==> src/hw/rtl/far_pkg.sv <==
package far_pkg;

	localparam int OPERAND_WIDTH = 16;
	localparam int PROD_WIDTH = 2 * OPERAND_WIDTH;
	localparam int RES_WIDTH = 2 * OPERAND_WIDTH + 1;
	localparam int DIV_CNT_WIDTH = $clog2(RES_WIDTH);

	typedef logic signed [OPERAND_WIDTH-1:0] far_opnd_t;
	typedef logic signed [PROD_WIDTH-1:0] far_prod_t;
	typedef logic signed [RES_WIDTH-1:0] far_res_t;

	typedef enum logic [2:0] {
		OP_ADD = 3'd0,
		OP_SUB = 3'd1,
		OP_MUL = 3'd2,
		OP_DIV = 3'd3,
		OP_RED = 3'd4
	} far_op_t;

	typedef enum logic [2:0] {
		ST_IDLE,
		ST_MUL,
		ST_EUC,
		ST_GCD_WAIT,
		ST_NUM_WAIT,
		ST_DEN_WAIT,
		ST_OUT
	} far_state_t;

endpackage

==> src/hw/rtl/far_div.sv <==
module far_div import far_pkg::*; (
	input  logic     clk,
	input  logic     arst_n,
	input  logic     start,
	input  far_res_t dividend,
	input  far_res_t divisor,
	output logic     done,
	output far_res_t quot,
	output far_res_t rem
);

	logic                     busy_q;
	logic                     done_q;
	logic [DIV_CNT_WIDTH-1:0] cnt_q;
	logic [RES_WIDTH-1:0]     quo_q;
	logic [RES_WIDTH-1:0]     rem_q;
	logic [RES_WIDTH-1:0]     dsr_q;
	logic                     qneg_q;
	logic                     rneg_q;

	logic [RES_WIDTH-1:0] dvd_mag;
	logic [RES_WIDTH-1:0] dsr_mag;
	logic [RES_WIDTH:0]   shifted;
	logic [RES_WIDTH:0]   diff;
	logic                 fits;

	assign dvd_mag = dividend[RES_WIDTH-1] ? RES_WIDTH'(-dividend) : RES_WIDTH'(dividend);
	assign dsr_mag = divisor[RES_WIDTH-1] ? RES_WIDTH'(-divisor) : RES_WIDTH'(divisor);
	assign shifted = {rem_q, quo_q[RES_WIDTH-1]};
	assign diff = shifted - {1'b0, dsr_q};
	assign fits = !diff[RES_WIDTH];

	always_ff @(posedge clk or negedge arst_n) begin
		if (!arst_n) begin
			busy_q <= 1'b0;
			done_q <= 1'b0;
			cnt_q <= '0;
		end else begin
			done_q <= 1'b0;
			if (start) begin
				busy_q <= 1'b1;
				cnt_q <= DIV_CNT_WIDTH'(RES_WIDTH - 1);
			end else if (busy_q) begin
				cnt_q <= cnt_q - 1'b1;
				if (cnt_q == '0) begin
					busy_q <= 1'b0;
					done_q <= 1'b1;
				end
			end
		end
	end

	always_ff @(posedge clk) begin
		if (start) begin
			quo_q <= dvd_mag;
			rem_q <= '0;
			dsr_q <= dsr_mag;
			qneg_q <= dividend[RES_WIDTH-1] ^ divisor[RES_WIDTH-1];
			rneg_q <= dividend[RES_WIDTH-1];
		end else if (busy_q) begin
			quo_q <= {quo_q[RES_WIDTH-2:0], fits};
			rem_q <= fits ? diff[RES_WIDTH-1:0] : shifted[RES_WIDTH-1:0];
		end
	end

	assign done = done_q;
	assign quot = qneg_q ? far_res_t'(-quo_q) : far_res_t'(quo_q);
	assign rem = rneg_q ? far_res_t'(-rem_q) : far_res_t'(rem_q);

endmodule

==> config.mk <==
export PLATFORM = sky130hd
export DESIGN_NAME = far_div
export DESIGN_NICKNAME = d
export VERILOG_FILES = /design/src/hw/rtl/far_pkg.sv /design/src/hw/rtl/far_div.sv
export SDC_FILE = /design/constraint.sdc
export NUM_CORES = 1
export LEC_CHECK = 0
export ABC_AREA = 1
export BUFFER_PORTS_ARGS = -buffer_cell sky130_fd_sc_hd__buf_2
export CAP_MARGIN = 20
export CORE_UTILIZATION = 62
export CTS_CLUSTER_SIZE = 40
export DETAILED_ROUTE_END_ITERATION = 8
export GPL_ROUTABILITY_DRIVEN = 0
export HOLD_SLACK_MARGIN = 0.02
export PLACE_DENSITY = 0.88
export SYNTH_ARGS = -nofsm -noshare
export SYNTH_HDL_FRONTEND = slang
export SYNTH_SLANG_ARGS = --single-unit
==> constraint.sdc <==
create_clock -name clk -period 6.1 [get_ports clk]
set_input_delay 0.61 -clock clk [delete_from_list [all_inputs] [get_ports clk]]
set_output_delay 0.61 -clock clk [all_outputs]
set_load 0.005 [all_outputs]
==> results of run 1 <==
-- sequential cells by signal (all words and copies together) (netlist names) --
name and count:
quo_q 33, busy_q 1, rneg_q 1, cnt_q 6, done 1, dsr_q 33
rem_q 33, qneg_q 1
-- metrics by stage --
stage	util, %	total power (W)
detailed placement	69.4	0.00385
CTS	71.3	0.00449
finish	71.3	0.00457
floorplan	-	0.00290
global placement	69.4	0.00378
global route	71.3	0.00488
-- cells in the final DEF (no fill, tap or decap), drive strengths merged, types with 2 or more instances in the layout --
| cell type | n |
|---|---|
| nand3b | 9 |
| o21bai | 5 |
| buf | 140 |
| or2 | 6 |
| dfxtp | 33 |
| inv | 292 |
| nand4 | 23 |
| o211ai | 2 |
| nor4 | 15 |
| o21ai | 81 |
| clkbuf | 11 |
| o31ai | 6 |
| nand2 | 497 |
| xor2 | 87 |
| nor2 | 150 |
| nand3 | 142 |
| a31oi | 7 |
| nor3 | 34 |
| ha | 39 |
| dfrtp | 8 |
| xnor2 | 38 |
| and2 | 3 |
| a21oi | 34 |
| edfxtp | 68 |
-- power by group through the flow --
stage | Sequential, W | Clock [W] | Combinational (W)
floorplan | 0.00105 | 0 | 0.00185
global placement | 0.00109 | 0 | 0.00269
detailed placement | 0.00110 | 0 | 0.00276
CTS | 0.00108 | 0.000619 | 0.00279
global route | 0.00110 | 0.000647 | 0.00312
finish | 0.00109 | 0.000618 | 0.00286
-- Yosys cell counts (3+ instances only) --
library cell,instances,area (um2)
nor3_1,32,160
ha_1,39,488
buf_2,4,20.0
dfxtp_1,33,661
o21ai_1,7,35.0
o31ai_1,4,30.0
o21bai_1,5,37.5
nand3b_1,9,67.6
nor2_1,140,526
or2_2,6,37.5
edfxtp_1,68,2040
nand2_4,5,56.3
dfrtp_1,8,200
xnor2_1,38,333
nand3_1,138,691
nand3_2,3,30.0
clkbuf_1,26,97.6
a21oi_1,33,165
nor4_1,15,93.8
inv_1,289,1080
a31oi_1,7,43.8
xor2_1,87,762
nand2_2,6,37.5
nand4_1,23,144
buf_4,5,37.5
o21ai_0,73,365
nand2_1,486,1820
nor2_2,7,43.8
nor2_4,3,33.8
and2_1,3,18.8
-- cells by family (layout without fill, tap and decap cells) --
logic type      Yosys count  in the layout  share of synthesized area [%]
buf+inv                 327            445                           12.2
compound gates          140            140                           7.63
flops                   109            109                           28.0
xor+xnor                125            125                           10.5
other cells               0              1                              0
simple gates            881            881                           36.8
fa+ha+maj                40             40                           4.89
-- cell type report --
class                           count  area (um2)
Clock buffer                       11         233
Tap cell                          216         270
Sequential cell                   109        2900
Inverter                          289        1080
Clock inverter                      5        75.1
Timing Repair Buffer              140         713
Multi-Input combinational cell   1186        6220
Antenna cell                        1        2.50
Fill cell                        1349        4620
-- per-layer routing --
layer | global-route usage [%] | part of all wire, %
met1 | 47.3 | 41
met2 | 51.8 | 43
met3 | 9.41 | 13
met4 | 13.6 | 3.4
met5 | 0 | 0
-- worst max-delay path by stage --
stage | endpoint | slack [ns] | startpoint | depth (start not counted)
after global placement | rem[32] | 3.43 | rem_q[0] | 12
final | rem[32] | 2.91 | rem_q[0] | 12
after detailed placement | rem[32] | 3.33 | rem_q[0] | 12
after CTS | rem[32] | 2.94 | rem_q[0] | 12
after global routing | rem[32] | 2.71 | rem_q[0] | 12
after floorplan | rem[32] | 3.80 | rem_q[0] | 11
==> flow_summary_export.csv, run 1 <==
group,metric,value,unit
run_status,status,"finished, final reports clean",
power_and_ir_drop,cellPowerDensity,398,nW/um2
critical_path,crit_path_max_fanout,5,
routing,drt_pass1_iterations,5,
grt,grt_pass1_wl,47.7,mm
grt,antenna_found_initial,1,
die,die_h,131,um
timing,worst_slack,2.91,ns
critical_path,r2r_slack,3.40,ns
timing,worst_slew_pin_slew,0.802,ns
critical_path,cp-start-kind,"register",
critical_path,crit_required,5.49,ns
clock_network,clk-insertion-delay-late,0.36,ns
clock_network,cts_buffers,9,
routing,drt-total-wl,29.9,mm
critical_path,slowest_delay,0.35,ns
critical_path,crit_path_end_kind,"primary output",
power_and_ir_drop,p_seq_share,23.8,%
logic_synthesis,yosys.cell_types.count,46,
layout,fin_nets,1844,
logic_synthesis,syn_area,10400,um2
power_and_ir_drop,peakVddDrop,0.378,mV
clock_network,clk_pin_slew,0.07,ns
critical_path,cp_slowest_cell,"dfxtp_1",
die,fp.coreArea,16100,um2
grt,grt_pass1_vias,10053,
critical_path,timing.rr.end,"rem_q[8]",
routing,drtIter0Drc,1263,
timing,setup_tns,0,ns
die,initial_core_util,64.4,%
die,rows,46,
placement,dpl.hpwl,23.8,mm
logic_synthesis,synth_edf_count,68,
timing,holdWs,0.0792,ns
grt,grt_start_max_net_pins,62,
clock_network,cts_resized,0,
timing,finalHoldViolCount,0,
timing,fin_crit_sh,52.3,%
timing,max_freq,0.313,GHz
power_and_ir_drop,power_leakage,6.27,nW
clock_network,root_buffer,"clkbuf_16",
logic_synthesis,ys_ff_latch,109,
layout,area_growth,10.8,%
clock_network,cts_hold_buf,0,
power_and_ir_drop,power.net_switching,0.00223,W
critical_path,critPathKind,"register to primary output",
logic_synthesis,avgSynthCellArea,6.40,um2
grt,overflow,0,
clock_network,clockBufferDepth,2,
routing,via_count,11134,
layout,fin_cells,1957,
power_and_ir_drop,pwr-share-comb,62.6,%
placement,dpl_worst_slack,3.33,ns
timing,maxSlewViolCount,0,
critical_path,path_cells,"inv_1, ha_1, nand3_1, nor2_1, nand2_1, nor2_1, inv_1, o31ai_4, nand2_1, o21ai_0, nand2_1, buf_2",
clock_network,cts_max_level,3,
critical_path,r2r_start,"dsr_q[19]",
power_and_ir_drop,p_int,0.00234,W
logic_synthesis,syn_nets,1731,
die,ioPinCount,136,
critical_path,reg2regPathDepth,14,
placement,post_dp_cell_area,11200,um2
flow_run,maxCapViolCount,0,
clock_network,cts_tree,"yes",
power_and_ir_drop,p_sw_share,48.9,%
layout,drive_gt1_share,11.2,%
critical_path,worst_path_most_repeated_cell,"nand2_1",
placement,portBuffers,135,
timing,final.setup_skew,0.0102,ns
critical_path,crit_buf_inv,3,
logic_synthesis,yosysWarnings,0,
die,die_x,131,um
timing,fin_crit,3.19,ns
routing,vias_per_cell,5.69,
worst_hold_path,min_path_type,"primary input to async pin",
timing,grt_setup_unrepaired,"false",
clock_network,numClockSinks,109,
critical_path,critPathTopFamily,"simple AND/OR/NAND/NOR gates",
routing,drtAntennaViolNets,0,
logic_synthesis,synth_flop_cell,"edfxtp_1",
grt,grt_usage,34.6,%
timing,slew_headroom,46.5,%
logic_synthesis,syn_inst,1622,
timing,setup_viol,0,
layout,postLayoutCellArea,11500,um2
routing,wire_per_inst,15.3,um
placement,dpl.cell_count,1940,
routing,drc_errors,0,
clock_network,cts_setup_buffers,0,
logic_synthesis,async_reset_ff_share,7.34,%
die,die-area,17300,um2
logic_synthesis,ys_seq_area_share,28.0,%
power_and_ir_drop,clkPwrFrac,13.5,%
critical_path,arrival,2.58,ns
Power figures use the tool's default switching activity.
==> run 2: changes to the inputs <==
Settings changed: CORE_UTILIZATION 62 to 60, PLACE_DENSITY 0.88 to 0.85.
Clock period 6.1 ns to 3.17 ns, I/O delays scaled along.
==> run 2 against run 1 <==
Global-route usage down 1.2 points. First-iteration DRC count decreased by 22%. Hold slack better by 0.12 ns. Die area rose by 3.3%. Power increased by 90%. Final cell count up 0.41%. Critical path type unchanged. Highest routed layer unchanged.
==> flow_summary_export.csv, run 2 (synthesis results as in run 1) <==
group,metric,value,unit
critical_path,arrival,2.60,ns
critical_path,cp_slowest_cell,"dfxtp_1",
die,die_x,134,um
die,die-area,17800,um2
critical_path,reg2regPathDepth,17,
clock_network,cts_resized,0,
clock_network,clk_pin_slew,0.07,ns
critical_path,crit_path_max_fanout,5,
critical_path,worst_path_most_repeated_cell,"nand2_1",
layout,reg_top3,"dsr_q (33), quo_q (33), rem_q (33)",
die,die_h,134,um
grt,grt_pass1_vias,9744,
layout,most-common-layout-cells,"486 x nand2_1, 289 x inv_1, 138 x nand3_1, 138 x nor2_1, 135 x buf_2",
layout,antenna_cells,0,
power_and_ir_drop,peakVddDrop,0.578,mV
timing,worst_slew_pin_slew,0.911,ns
power_and_ir_drop,p_int,0.00443,W
die,fp.coreArea,16800,um2
clock_network,clk-insertion-delay-late,0.35,ns
power_and_ir_drop,clkPwrFrac,12.1,%
routing,drt-total-wl,29.6,mm
timing,holdWs,0.201,ns
critical_path,critPathKind,"register to primary output",
timing,fin_crit_sh,92.0,%
timing,finalHoldViolCount,0,
timing,grt_setup_unrepaired,"false",
layout,area_growth,10.9,%
routing,drtIter0Drc,987,
routing,vias_per_cell,5.54,
timing,max_freq,0.343,GHz
power_and_ir_drop,p_seq_share,24.0,%
layout,layout_commonest_cell,"nand2_1",
power_and_ir_drop,cellPowerDensity,756,nW/um2
routing,wire_per_inst,15.1,um
timing,maxSlewViolCount,0,
grt,overflow,0,
layout,fillers,1451,
clock_network,cts_hold_buf,1,
clock_network,clockBufferDepth,2,
worst_hold_path,hold_start,"divisor[0]",
timing,final.setup_skew,0.0114,ns
grt,antenna_found_initial,1,
critical_path,slowest_delay,0.35,ns
layout,drive_gt1_share,11.3,%
worst_hold_path,min_to,"dsr_q[0]",
placement,dpl.hpwl,23.6,mm
power_and_ir_drop,power.net_switching,0.00428,W
worst_hold_path,hold-path-cell-count,1,
placement,portBuffers,135,
routing,via_count,10894,
die,rows,47,
timing,setup_viol,0,
timing,fin_crit,2.92,ns
routing,drc_errors,0,
die,initial_core_util,61.9,%
critical_path,r2r_slack,0.53,ns
power_and_ir_drop,power_leakage,6.27,nW
power_and_ir_drop,pwr-share-comb,63.9,%
run_status,status,"finished, final reports clean",
critical_path,path_cells,"inv_1, ha_1, nand3_1, nor2_1, nand2_1, nor2_1, inv_1, o31ai_4, nand2_1, o21ai_0, nand2_1, buf_2",
timing,slew_headroom,39.1,%
timing,setup_tns,0,ns
grt,grt_pass1_wl,47.0,mm
flow_run,maxCapViolCount,0,
clock_network,cts_buffers,9,
clock_network,root_buffer,"clkbuf_16",
power_and_ir_drop,p_sw_share,49.1,%
critical_path,crit_path_end_kind,"primary output",
die,ioPinCount,136,
grt,grt_start_max_net_pins,48,
grt,grt_usage,33.4,%
routing,drt_pass1_iterations,7,
worst_hold_path,min_path_type,"primary input to register",
clock_network,cts_tree,"yes",
routing,drtAntennaViolNets,0,
clock_network,cts_max_level,3,
clock_network,numClockSinks,109,
clock_network,cts_setup_buffers,0,
layout,fin_nets,1849,
critical_path,cp-start-kind,"register",
critical_path,crit_required,2.85,ns
critical_path,timing.rr.end,"rem_q[14]",
critical_path,r2r_start,"dsr_q[7]",
[run 2: area by class of cell]
cell class	count	area, um2	share of cell area [%]
multi-input cells	1186	6220	54.1
flip-flops and latches	109	2900	25.2
inverters	289	1080	9.43
repair buffers	145	753	6.55
well taps	220	275	2.39
clock buffers	12	246	2.14
clock inverters	4	23.8	0.207
[run 2: how the worst max path moves through the flow]
stage / startpoint / endpoint / slack [ns]
5_1_grt: rem_q[0] / rem[32] / 0.07
4_1_cts: rem_q[0] / rem[32] / 0.32
3_5_place_dp: dsr_q[7] / rem_q[16] / 0.68
2_1_floorplan: quo_q[32] / rem_q[24] / 1.11
3_3_place_gp: rem_q[7] / rem_q[1] / 0.73
6_report: rem_q[0] / rem[32] / 0.25
[run 2: routing by layer]
| metal | wire length (um) | track usage, % | up-vias |
|---|---|---|---|
| met3 | 3610 | 8.94 | 61 |
| met1 | 12600 | 46.2 | 4911 |
| met2 | 12700 | 50.3 | 579 |
| li1 | - | - | 5343 |
| met5 | 0 | 0 | - |
| met4 | 701 | 11.0 | 0 |
[run 2: critical path, delay by kind of cell (launching register included)]
family | cells | cell delay (ns)
DFF | 1 | 0.35
AOI/OAI and AO/OA | 2 | 0.43
and+or+nand+nor | 6 | 0.88
adders and majority gates | 1 | 0.18
buffers and inverters | 3 | 0.40
[run 2: through the flow]
step / setup WS, ns / instance area, um2 / instances / util [%] / power (W)
after CTS: 0.317 / 11500 / 1965 / 68.7 / 0.00853
final: 0.253 / 11500 / 1965 / 68.7 / 0.00870
after global placement: 0.734 / 11200 / 1948 / 67.0 / 0.00735
after global routing: 0.0675 / 11500 / 1965 / 68.7 / 0.00929
after detailed placement: 0.684 / 11200 / 1948 / 67.0 / 0.00746
after floorplan: 1.11 / 10400 / 1622 / - / 0.00557
[run 2: power groups by stage]
stage	Sequential [W]	Combinational (W)	Clock (W)
6_report	0.00209	0.00556	0.00105
2_1_floorplan	0.00202	0.00355	0
4_1_cts	0.00207	0.00541	0.00106
3_5_place_dp	0.00210	0.00536	0
3_3_place_gp	0.00209	0.00526	0
5_1_grt	0.00212	0.00606	0.00111
